===== config.mk =====
export PLATFORM = sky130hd
export DESIGN_NAME = tpp_seq
export DESIGN_NICKNAME = d
export VERILOG_FILES = /design/src/sv/tpp_pkg.sv /design/src/sv/tpp_seq.sv
export SDC_FILE = /design/constraint.sdc
export NUM_CORES = 1
export LEC_CHECK = 0
export BUFFER_PORTS_ARGS = -buffer_cell sky130_fd_sc_hd__buf_2
export CAP_MARGIN = 15
export CORE_MARGIN = 2
export CORE_UTILIZATION = 23
export CTS_CLUSTER_DIAMETER = 40
export DETAILED_ROUTE_END_ITERATION = 10
export PLACE_DENSITY = 0.54
export SLEW_MARGIN = 10
export SYNTH_ARGS = -nofsm -noshare
export SYNTH_HDL_FRONTEND = slang
export SYNTH_SLANG_ARGS = --single-unit

===== constraint.sdc =====
create_clock -name clk -period 1.52 [get_ports clk]
set_input_delay 0.304 -clock clk [delete_from_list [all_inputs] [get_ports clk]]
set_output_delay 0.304 -clock clk [all_outputs]
set_load 0.02 [all_outputs]

===== src/sv/tpp_pkg.sv =====
// Shared types and constants for the thick polyline pixel test block.
// Has no dependencies; every other file of the block imports it.
package tpp_pkg;

  // Grid coordinate width of a stored point.
  localparam int PT_W   = 6;
  // Output pixel coordinate width.
  localparam int PIX_W  = 10;
  // Configuration register widths.
  localparam int GRID_W = 7;
  localparam int SCL_W  = 5;
  localparam int THK_W  = 12;
  localparam int CFG_W  = 12;
  localparam int CFG_IDX_W = 2;

  // Configuration register indexes.
  localparam logic [CFG_IDX_W-1:0] CFG_GRID_SIZE = 2'd0;
  localparam logic [CFG_IDX_W-1:0] CFG_SCALE     = 2'd1;
  localparam logic [CFG_IDX_W-1:0] CFG_THICKNESS = 2'd2;

  // Operation codes of an input item.
  typedef enum logic [1:0] {
    OP_LOAD  = 2'd0,
    OP_QUERY = 2'd1,
    OP_CLEAR = 2'd2
  } op_t;

  typedef struct packed {
    logic [1:0]       operation;
    logic [PT_W-1:0]  point_x;
    logic [PT_W-1:0]  point_y;
    logic             starts_stroke;
    logic [PIX_W-1:0] pixel_x;
    logic [PIX_W-1:0] pixel_y;
  } in_item_t;

  typedef struct packed {
    logic drawn;
    logic in_range;
  } out_item_t;

  // One entry of the point store.
  typedef struct packed {
    logic            starts_stroke;
    logic [PT_W-1:0] y;
    logic [PT_W-1:0] x;
  } pt_entry_t;

  // Operation issued to the shared multiply-accumulate unit.
  typedef enum logic [3:0] {
    U_NOP,
    U_LIM,
    U_T2,
    U_CX,
    U_CY,
    U_DX,
    U_DY,
    U_DOT1,
    U_DOT2,
    U_LEN1,
    U_LEN2,
    U_CR1,
    U_CR2,
    U_SQ,
    U_TL,
    U_SHIFT
  } uop_t;

  // Compare results from the datapath back to the sequencer.
  typedef struct packed {
    logic in_range;
    logic near_pt;
    logic seg_ok;
    logic seg_hit;
  } flags_t;

  typedef enum logic [4:0] {
    S_IDLE,
    S_LIM,
    S_RANGE,
    S_T2,
    S_RD,
    S_CX,
    S_CY,
    S_DX,
    S_DY,
    S_PTCHK,
    S_DOT1,
    S_DOT2,
    S_LEN1,
    S_LEN2,
    S_SEGCHK,
    S_CR1,
    S_CR2,
    S_SQ,
    S_TL,
    S_HITCHK,
    S_NEXT
  } state_t;

endpackage


===== src/sv/tpp_seq.sv =====
// Sequencer: walks the stored points for a query and drives the shared unit.
// Depends on tpp_pkg.
module tpp_seq #(
  parameter int MAX_POINTS = 256
) (
  input  logic                                clk,
  input  logic                                rst_n,
  input  logic                                start,
  input  logic [1:0]                          operation,
  input  logic [$clog2(MAX_POINTS+1)-1:0]     cnt,
  input  logic                                rd_mark,
  input  tpp_pkg::flags_t                     flags,
  output logic                                busy,
  output logic                                capture,
  output logic [$clog2(MAX_POINTS+1)-1:0]     idx,
  output tpp_pkg::uop_t                       uop,
  output logic                                out_strobe,
  output tpp_pkg::out_item_t                  out_data
);
  import tpp_pkg::*;

  localparam int CNW = $clog2(MAX_POINTS + 1);

  state_t          state_r, state_nxt;
  logic [CNW-1:0]  idx_r;
  logic            out_strobe_r, out_drawn_r, out_range_r;
  logic            finish, fin_drawn, fin_range;

  assign busy    = (state_r != S_IDLE);
  assign capture = start && !busy && (operation == OP_QUERY);

  always_comb begin
    state_nxt = state_r;
    unique case (state_r)
      S_IDLE:   if (capture) begin state_nxt = S_LIM; end
      S_LIM:    state_nxt = S_RANGE;
      S_RANGE:  state_nxt = flags.in_range ? S_T2 : S_IDLE;
      S_T2:     state_nxt = S_RD;
      S_RD:     state_nxt = (idx_r == cnt) ? S_IDLE : S_CX;
      S_CX:     state_nxt = S_CY;
      S_CY:     state_nxt = S_DX;
      S_DX:     state_nxt = S_DY;
      S_DY:     state_nxt = S_PTCHK;
      S_PTCHK: begin
        priority if (flags.near_pt) begin
          state_nxt = S_IDLE;
        end else if ((idx_r != '0) && !rd_mark) begin
          state_nxt = S_DOT1;
        end else begin
          state_nxt = S_NEXT;
        end
      end
      S_DOT1:   state_nxt = S_DOT2;
      S_DOT2:   state_nxt = S_LEN1;
      S_LEN1:   state_nxt = S_LEN2;
      S_LEN2:   state_nxt = S_SEGCHK;
      S_SEGCHK: state_nxt = flags.seg_ok ? S_CR1 : S_NEXT;
      S_CR1:    state_nxt = S_CR2;
      S_CR2:    state_nxt = S_SQ;
      S_SQ:     state_nxt = S_TL;
      S_TL:     state_nxt = S_HITCHK;
      S_HITCHK: state_nxt = flags.seg_hit ? S_IDLE : S_NEXT;
      S_NEXT:   state_nxt = S_RD;
      default:  state_nxt = S_IDLE;
    endcase
  end

  always_comb begin
    uop       = U_NOP;
    finish    = 1'b0;
    fin_drawn = 1'b0;
    fin_range = 1'b1;
    unique case (state_r)
      S_LIM:    uop = U_LIM;
      S_RANGE: begin
        finish    = !flags.in_range;
        fin_range = 1'b0;
      end
      S_T2:     uop = U_T2;
      S_RD:     finish = (idx_r == cnt);
      S_CX:     uop = U_CX;
      S_CY:     uop = U_CY;
      S_DX:     uop = U_DX;
      S_DY:     uop = U_DY;
      S_PTCHK: begin
        finish    = flags.near_pt;
        fin_drawn = 1'b1;
      end
      S_DOT1:   uop = U_DOT1;
      S_DOT2:   uop = U_DOT2;
      S_LEN1:   uop = U_LEN1;
      S_LEN2:   uop = U_LEN2;
      S_CR1:    uop = U_CR1;
      S_CR2:    uop = U_CR2;
      S_SQ:     uop = U_SQ;
      S_TL:     uop = U_TL;
      S_HITCHK: begin
        finish    = flags.seg_hit;
        fin_drawn = 1'b1;
      end
      S_NEXT:   uop = U_SHIFT;
      S_IDLE, S_SEGCHK: ;
      default:  ;
    endcase
  end

  always_ff @(posedge clk) begin
    if (!rst_n) begin
      state_r      <= S_IDLE;
      idx_r        <= '0;
      out_strobe_r <= 1'b0;
    end else begin
      state_r      <= state_nxt;
      out_strobe_r <= finish;
      if (capture) begin
        idx_r <= '0;
      end else if (state_r == S_NEXT) begin
        idx_r <= idx_r + CNW'(1);
      end
    end
  end

  always_ff @(posedge clk) begin
    if (finish) begin
      out_drawn_r <= fin_drawn;
      out_range_r <= fin_range;
    end
  end

  assign idx              = idx_r;
  assign out_strobe       = out_strobe_r;
  assign out_data.drawn    = out_drawn_r;
  assign out_data.in_range = out_range_r;

  a_no_idle_result: assert property (@(posedge clk) disable iff (!rst_n)
    state_r == S_IDLE |=> !out_strobe_r)
    else $error("result strobe without a query in progress");

  a_drawn_in_range: assert property (@(posedge clk) disable iff (!rst_n)
    out_strobe_r && !out_range_r |-> !out_drawn_r)
    else $error("out of range pixel reported as drawn");

  a_idx_bound: assert property (@(posedge clk) disable iff (!rst_n)
    busy && (state_r != S_LIM) && (state_r != S_RANGE) && (state_r != S_T2)
      |-> idx_r <= cnt)
    else $error("point index ran past the point count");

  a_finish_idle: assert property (@(posedge clk) disable iff (!rst_n)
    finish |=> state_r == S_IDLE && out_strobe_r)
    else $error("finished query did not return to idle with a result");

endmodule


==> results of run 1 <==
per-layer routing:
metal / GRT usage [%] / part of all wire, %
met1: 18.1 / 45
met2: 22.8 / 50
met3: 2.94 / 3.6
met4: 2.54 / 1.4
met5: 0 / 0
synthesized netlist by cell type, types with 3 or more instances:
master / count
nand3_1: 6
and2_1: 3
nor3_1: 6
a31oi_1: 5
or3_1: 5
clkbuf_1: 3
inv_1: 8
nor2_1: 14
xor2_1: 13
buf_1: 3
nand2b_1: 3
nor4_1: 3
o31a_1: 3
dfxtp_1: 15
buf_2: 5
buf_4: 3
a21oi_1: 11
nand2_1: 5
nand4_1: 3
o22ai_1: 3
o21ai_0: 12
cell families after synthesis:
family	after synthesis	synth area share (%)
fa+ha+maj	2	1.88
mux	1	0.753
buf+inv	25	9.12
simple gates	62	27.6
flops	17	27.1
compound gates	49	23.7
xor+xnor	15	9.88
worst paths after layout:
path | depth (start not counted) | startpoint | to
setup reg to reg | 8 | state_r[1]$_SDFFE_PN0P_ | state_r[2]$_SDFFE_PN0P_
hold / removal | 2 | rst_n | state_r[3]$_SDFFE_PN0P_
hold reg to reg | 2 | idx[7]$_SDFFE_PP0N_ | idx[7]$_SDFFE_PP0N_
setup / recovery | 5 | state_r[4]$_SDFFE_PN0P_ | uop[0]
area by class of cell:
type / instances / area, um2
Clock inverter: 1 / 5.00
Sequential cell: 17 / 392
Inverter: 8 / 30.0
Fill cell: 529 / 3110
Timing Repair Buffer: 85 / 679
Tap cell: 72 / 90.1
Clock buffer: 3 / 41.3
Multi-Input combinational cell: 129 / 1190
through the flow:
stage / setup TNS [ns] / hold WS [ns] / util [%] / power [uW]
2_1_floorplan: -0.00928 / 0.523 / - / 747
6_report: -1.58 / 0.363 / 43.9 / 1590
3_5_place_dp: -0.633 / 0.545 / 33.2 / 948
3_3_place_gp: -0.566 / 0.529 / 33.2 / 948
5_1_grt: -2.70 / 0.360 / 43.9 / 1660
4_1_cts: -1.72 / 0.350 / 36.8 / 1420
registers in the layout (all words and copies together), names as in the netlist:
name	count
out_strobe	1
idx	9
out_range_r	1
state_r	5
out_drawn_r	1
critical path, delay by kind of cell, from the launching register on:
family	cells	cell delay, ns
multiplexers	1	0.23
AO/OA/AOI/OAI	2	0.22
buffers and inverters	2	0.34
flip-flops	1	0.41
report_power, final:
part | internal, uW | switching [uW]
clock network | 182 | 165
logic | 415 | 348
registers | 463 | 17.6
total | 1060 | 531
timing repair:
| item | in CTS | in global routing |
|---|---|---|
| buffers inserted | 5 | 12 |
| setup endpoints to repair | 16 | 22 |
| resized for setup | 34 | 68 |
| pin swaps | 5 | 26 |
==> out/results.tsv, run 1 <==
metric	value	unit
status	finished with violations	
failing checks	setup timing	
Final Hold Viols	0	
Req. time, crit path	1.22	ns
post-synthesis sequential area ratio	27.1	%
Die Area	6410	um2
CTS Root Cell	clkbuf_8	
Fmax	564	MHz
Vias/cell	4.96	
Hold Crit Class	input port to register	
commonest non-fill, non-tap cell in the layout	buf_2	
Avg Cell Area, Syn	7.78	um2
GP Congestion	0.843	
cts hold-fix bufs	0	
largest net degree at the start of global routing	11	
Net Count, Synth	192	
layout cell share with drive strength beyond 1	64.6	%
Die H	80.0	um
starting density of the core	24.0	%
Setup Viol. Count Final	16	
placed instance area	1840	um2
Worst-path clk slew	0.07	ns
# rows	27	
Startpoint Class	register	
Final Cell Area	2430	um2
Net count, final	265	
Placed Cells	295	
# diodes	0	
post-synth cell types	53	
maximum clock path buffer count	2	
clock skew	0.00631	ns
worst skew pair latency	0.26	ns
routed vias	1562	
post-synthesis register bit count	17	
final WL	4.59	mm
post-route ant nets	0	
minimum clock period	1.77	ns
crit path max-delay cell type	dfxtp_2	
Max rail drop VDD	0.000429	V
DR pass1 iterations	4	
global route total overflow	0	
WS Path Type	register to output port	
max_cap viols	0	
largest stage delay on the critical path	0.41	ns
Cell Chain, Critical Path	buf_4 > mux2i_1 > o221ai_2 > o31a_1 > buf_6	
Synth warnings	0	
CTS H-tree depth	1	
area grow syn2layout	82.7	%
LEAKAGE	0.000968	uW
input/output buffers	36	
first-pass GRT wire length	6.94	mm
final worst slack	-0.252	ns
core region area	5540	um2
io pins	37	
Pwr per Cell Area	655	nW/um2
hpwl dp	3.13	mm
Slew headroom	68.3	%
largest cells by area after synthesis	dfxtp_1 (23%), xor2_1 (8.6%), o21ai_0 (4.5%)	
DRT iter0 DRCs	80	
Max Slew Vio Count	0	
cts bufs inserted	3	
post-synthesis instance area	1330	um2
Sink Count	17	
final period utilization	117	%
Residual DRC	0	
Die Width	80.0	um
flop-to-flop setup slack	-0.13	ns
Post-Layout Cell Count	315	
number of flops mapped to enable cells by yosys	2	
gr usage total	13.7	%
crit path max fanout	7	
pre-CTS setup slack	-0.107	ns
Worst EP arrival	1.47	ns
WL/cell	14.6	um
Yosys top cell by area	dfxtp_1	
async set or reset register ratio after synthesis	0	%
Mapped Cells	171	
vias in the first global route	1417	
crit end category	output port	
Worst-Margin Slew	0.464	ns
initial antenna violation count	0	
ys flop type	dfxtp_1	
CTS tree	yes	
commonest cells after routing, fill and taps aside	buf_2 (31), buf_4 (30), buf_6 (19)	
area share of the leading cell type in the synthesized netlist	22.6	%
RSZ-0062 raised after global routing	yes	
Power figures use the tool's default switching activity.
==> inputs of run 2 (changes only) <==
--- a/config.mk
+++ b/config.mk
@@ -11,7 +11,7 @@
 export CORE_UTILIZATION = 23
 export CTS_CLUSTER_DIAMETER = 40
 export DETAILED_ROUTE_END_ITERATION = 10
-export PLACE_DENSITY = 0.54
+export REMOVE_ABC_BUFFERS = 1
 export SLEW_MARGIN = 10
 export SYNTH_ARGS = -nofsm -noshare
 export SYNTH_HDL_FRONTEND = slang
==> out/results.tsv, run 2 (synthesized netlist as in run 1, its figures left out) <==
metric	value	unit	change
final worst slack	-0.287	ns	-0.0346 ns
Slew headroom	76.0	%	+7.7 points
commonest non-fill, non-tap cell in the layout	buf_4		
NetSw	493	uW	-7.2%
crit path max-delay cell type	dfxtp_4		
DRT iter0 DRCs	136		+70%
metal3 WL	330	um	+99%
Setup TNS Final	-1.33	ns	+0.244 ns
Die Width	80.0	um	unchanged
Worst-path clk slew	0.07	ns	about the same
input/output buffers	36		unchanged
crit end category	output port		
first-pass GRT wire length	7.36	mm	+6.1%
Req. time, crit path	1.22	ns	about the same
routed vias	1649		+5.6%
clock skew	0.00482	ns	-0.00149 ns
Fmax	553	MHz	-1.9%
GP Congestion	0.845		+0.23%
Placed Cells	303		+2.7%
hpwl dp	3.02	mm	-3.4%
status	finished with violations		
Sw Ratio	34.1	%	+0.75 points
largest net degree at the start of global routing	11		unchanged
P_int	952	uW	-10%
Startpoint Class	register		
max_cap viols	0		unchanged
Top Family by Delay on Critical Path	flip-flops		
Layout fillers	518		-2.1%
total power	1440	uW	-9.2%
Pwr per Cell Area	614	nW/um2	-6.3%
worst path bufs/invs	2		unchanged
CTS H-tree depth	1		unchanged
Net count, final	276		+4.2%
commonest cells after routing, fill and taps aside	buf_4 (50), buf_2 (31), buf_6 (15)		
maximum clock path buffer count	2		unchanged
RSZ-0062 raised after global routing	yes		
WL/cell	14.9	um	+2.4%
# diodes	0		unchanged
Comb power frac	41.8	%	-6.1 points
Die H	80.0	um	unchanged
WL met1	1.94	mm	-5.3%
vias in the first global route	1590		+12%
hold_ws	0.370	ns	+0.00722 ns
Final Core Density	42.5	%	-1.4 points
Cell Chain, Critical Path	buf_6 > xnor2_4 > nor3_2 > a21oi_1 > o22ai_1 > buf_4		
Vias/cell	5.06		+2.0%
global route total overflow	0		unchanged
WS Path Type	register to output port		
Residual DRC	0		unchanged
Final Hold Viols	0		unchanged
post-route ant nets	0		unchanged
DR pass1 iterations	4		unchanged
Die Area	6410	um2	unchanged
minimum clock period	1.81	ns	+0.0346 ns
# rows	27		unchanged
Hold Crit Class	input port to register		
io pins	37		unchanged
crit path max fanout	7		unchanged
core region area	5540	um2	unchanged
initial antenna violation count	0		unchanged
Clk network pwr share	24.0	%	+2.2 points
met2 wire len	2.36	mm	+2.4%
Worst EP arrival	1.50	ns	+0.03 ns
final period utilization	119	%	+2.3 points
part of the power in registers	34.2	%	+4.0 points
Setup Viol. Count Final	13		-3
max FFs per register	9		unchanged
Max rail drop VDD	0.000367	V	-14%
largest stage delay on the critical path	0.39	ns	-0.02 ns
LEAKAGE	0.00101	uW	+4.3%
cts bufs inserted	3		unchanged
cts hold-fix bufs	0		unchanged
area grow syn2layout	77.0	%	
Worst-Margin Slew	0.351	ns	-0.113 ns
worst skew pair latency	0.25	ns	about the same
final WL	4.86	mm	+5.9%
CTS Root Cell	clkbuf_8		
layout cell share with drive strength beyond 1	59.4	%	-5.2 points
Max Used Layer	met4		
Max Slew Vio Count	0		unchanged
Sink Count	17		unchanged
failing checks	setup timing		
Post-Layout Cell Count	326		+3.5%
gr usage total	14.4	%	+0.76 points
CTS tree	yes		
starting density of the core	24.0	%	unchanged
-- run 2: path summary, 6_finish.rpt --
check | startpoint | to | slack (ns) | cells after the start
hold / removal | rst_n | state_r[1]$_SDFFE_PN0P_ | 0.37 | 2
setup / recovery | state_r[1]$_SDFFE_PN0P_ | uop[1] | -0.29 | 6
hold reg to reg | idx[3]$_SDFFE_PP0N_ | idx[3]$_SDFFE_PP0N_ | 0.61 | 2
setup reg to reg | state_r[3]$_SDFFE_PN0P_ | out_range_r$_DFFE_PP_ | -0.10 | 5
-- run 2: final cells by class --
cell class / instances / area, um2 / area share (%)
clock buffer: 3 / 41.3 / 1.75
clock inverter: 1 / 5.00 / 0.213
inverter: 8 / 32.5 / 1.38
multi-input combinational: 129 / 1100 / 46.7
sequential: 17 / 385 / 16.4
tap: 72 / 90.1 / 3.83
timing repair buffer: 96 / 699 / 29.7
-- run 2: stage by stage --
stage | setup slack, ns | instance area (um2)
2_1_floorplan | -0.302 | 1240
3_3_place_gp | -0.163 | 1820
3_5_place_dp | -0.176 | 1820
4_1_cts | -0.245 | 2160
5_1_grt | -0.300 | 2350
6_report | -0.287 | 2350
-- run 2: repair_timing --
item / 4_1_cts / 5_1_grt
pin swaps: 20 / 22
endpoints found under the setup margin: 23 / 20
setup buffers: 13 / 7
resized for setup: 64 / 32
-- run 2: routing by layer --
metal | track usage (%) | up-vias
li1 | - | 783
met1 | 16.5 | 762
met2 | 24.8 | 76
met3 | 3.51 | 28
met4 | 7.29 | 0
met5 | 0 | -
-- run 2: power groups by stage --
stage	registers [uW]	logic (uW)	clock network, uW
after floorplan	518	172	0
after global placement	501	368	0
after detailed placement	500	368	0
after CTS	490	492	345
after global routing	495	641	367
final	494	604	346
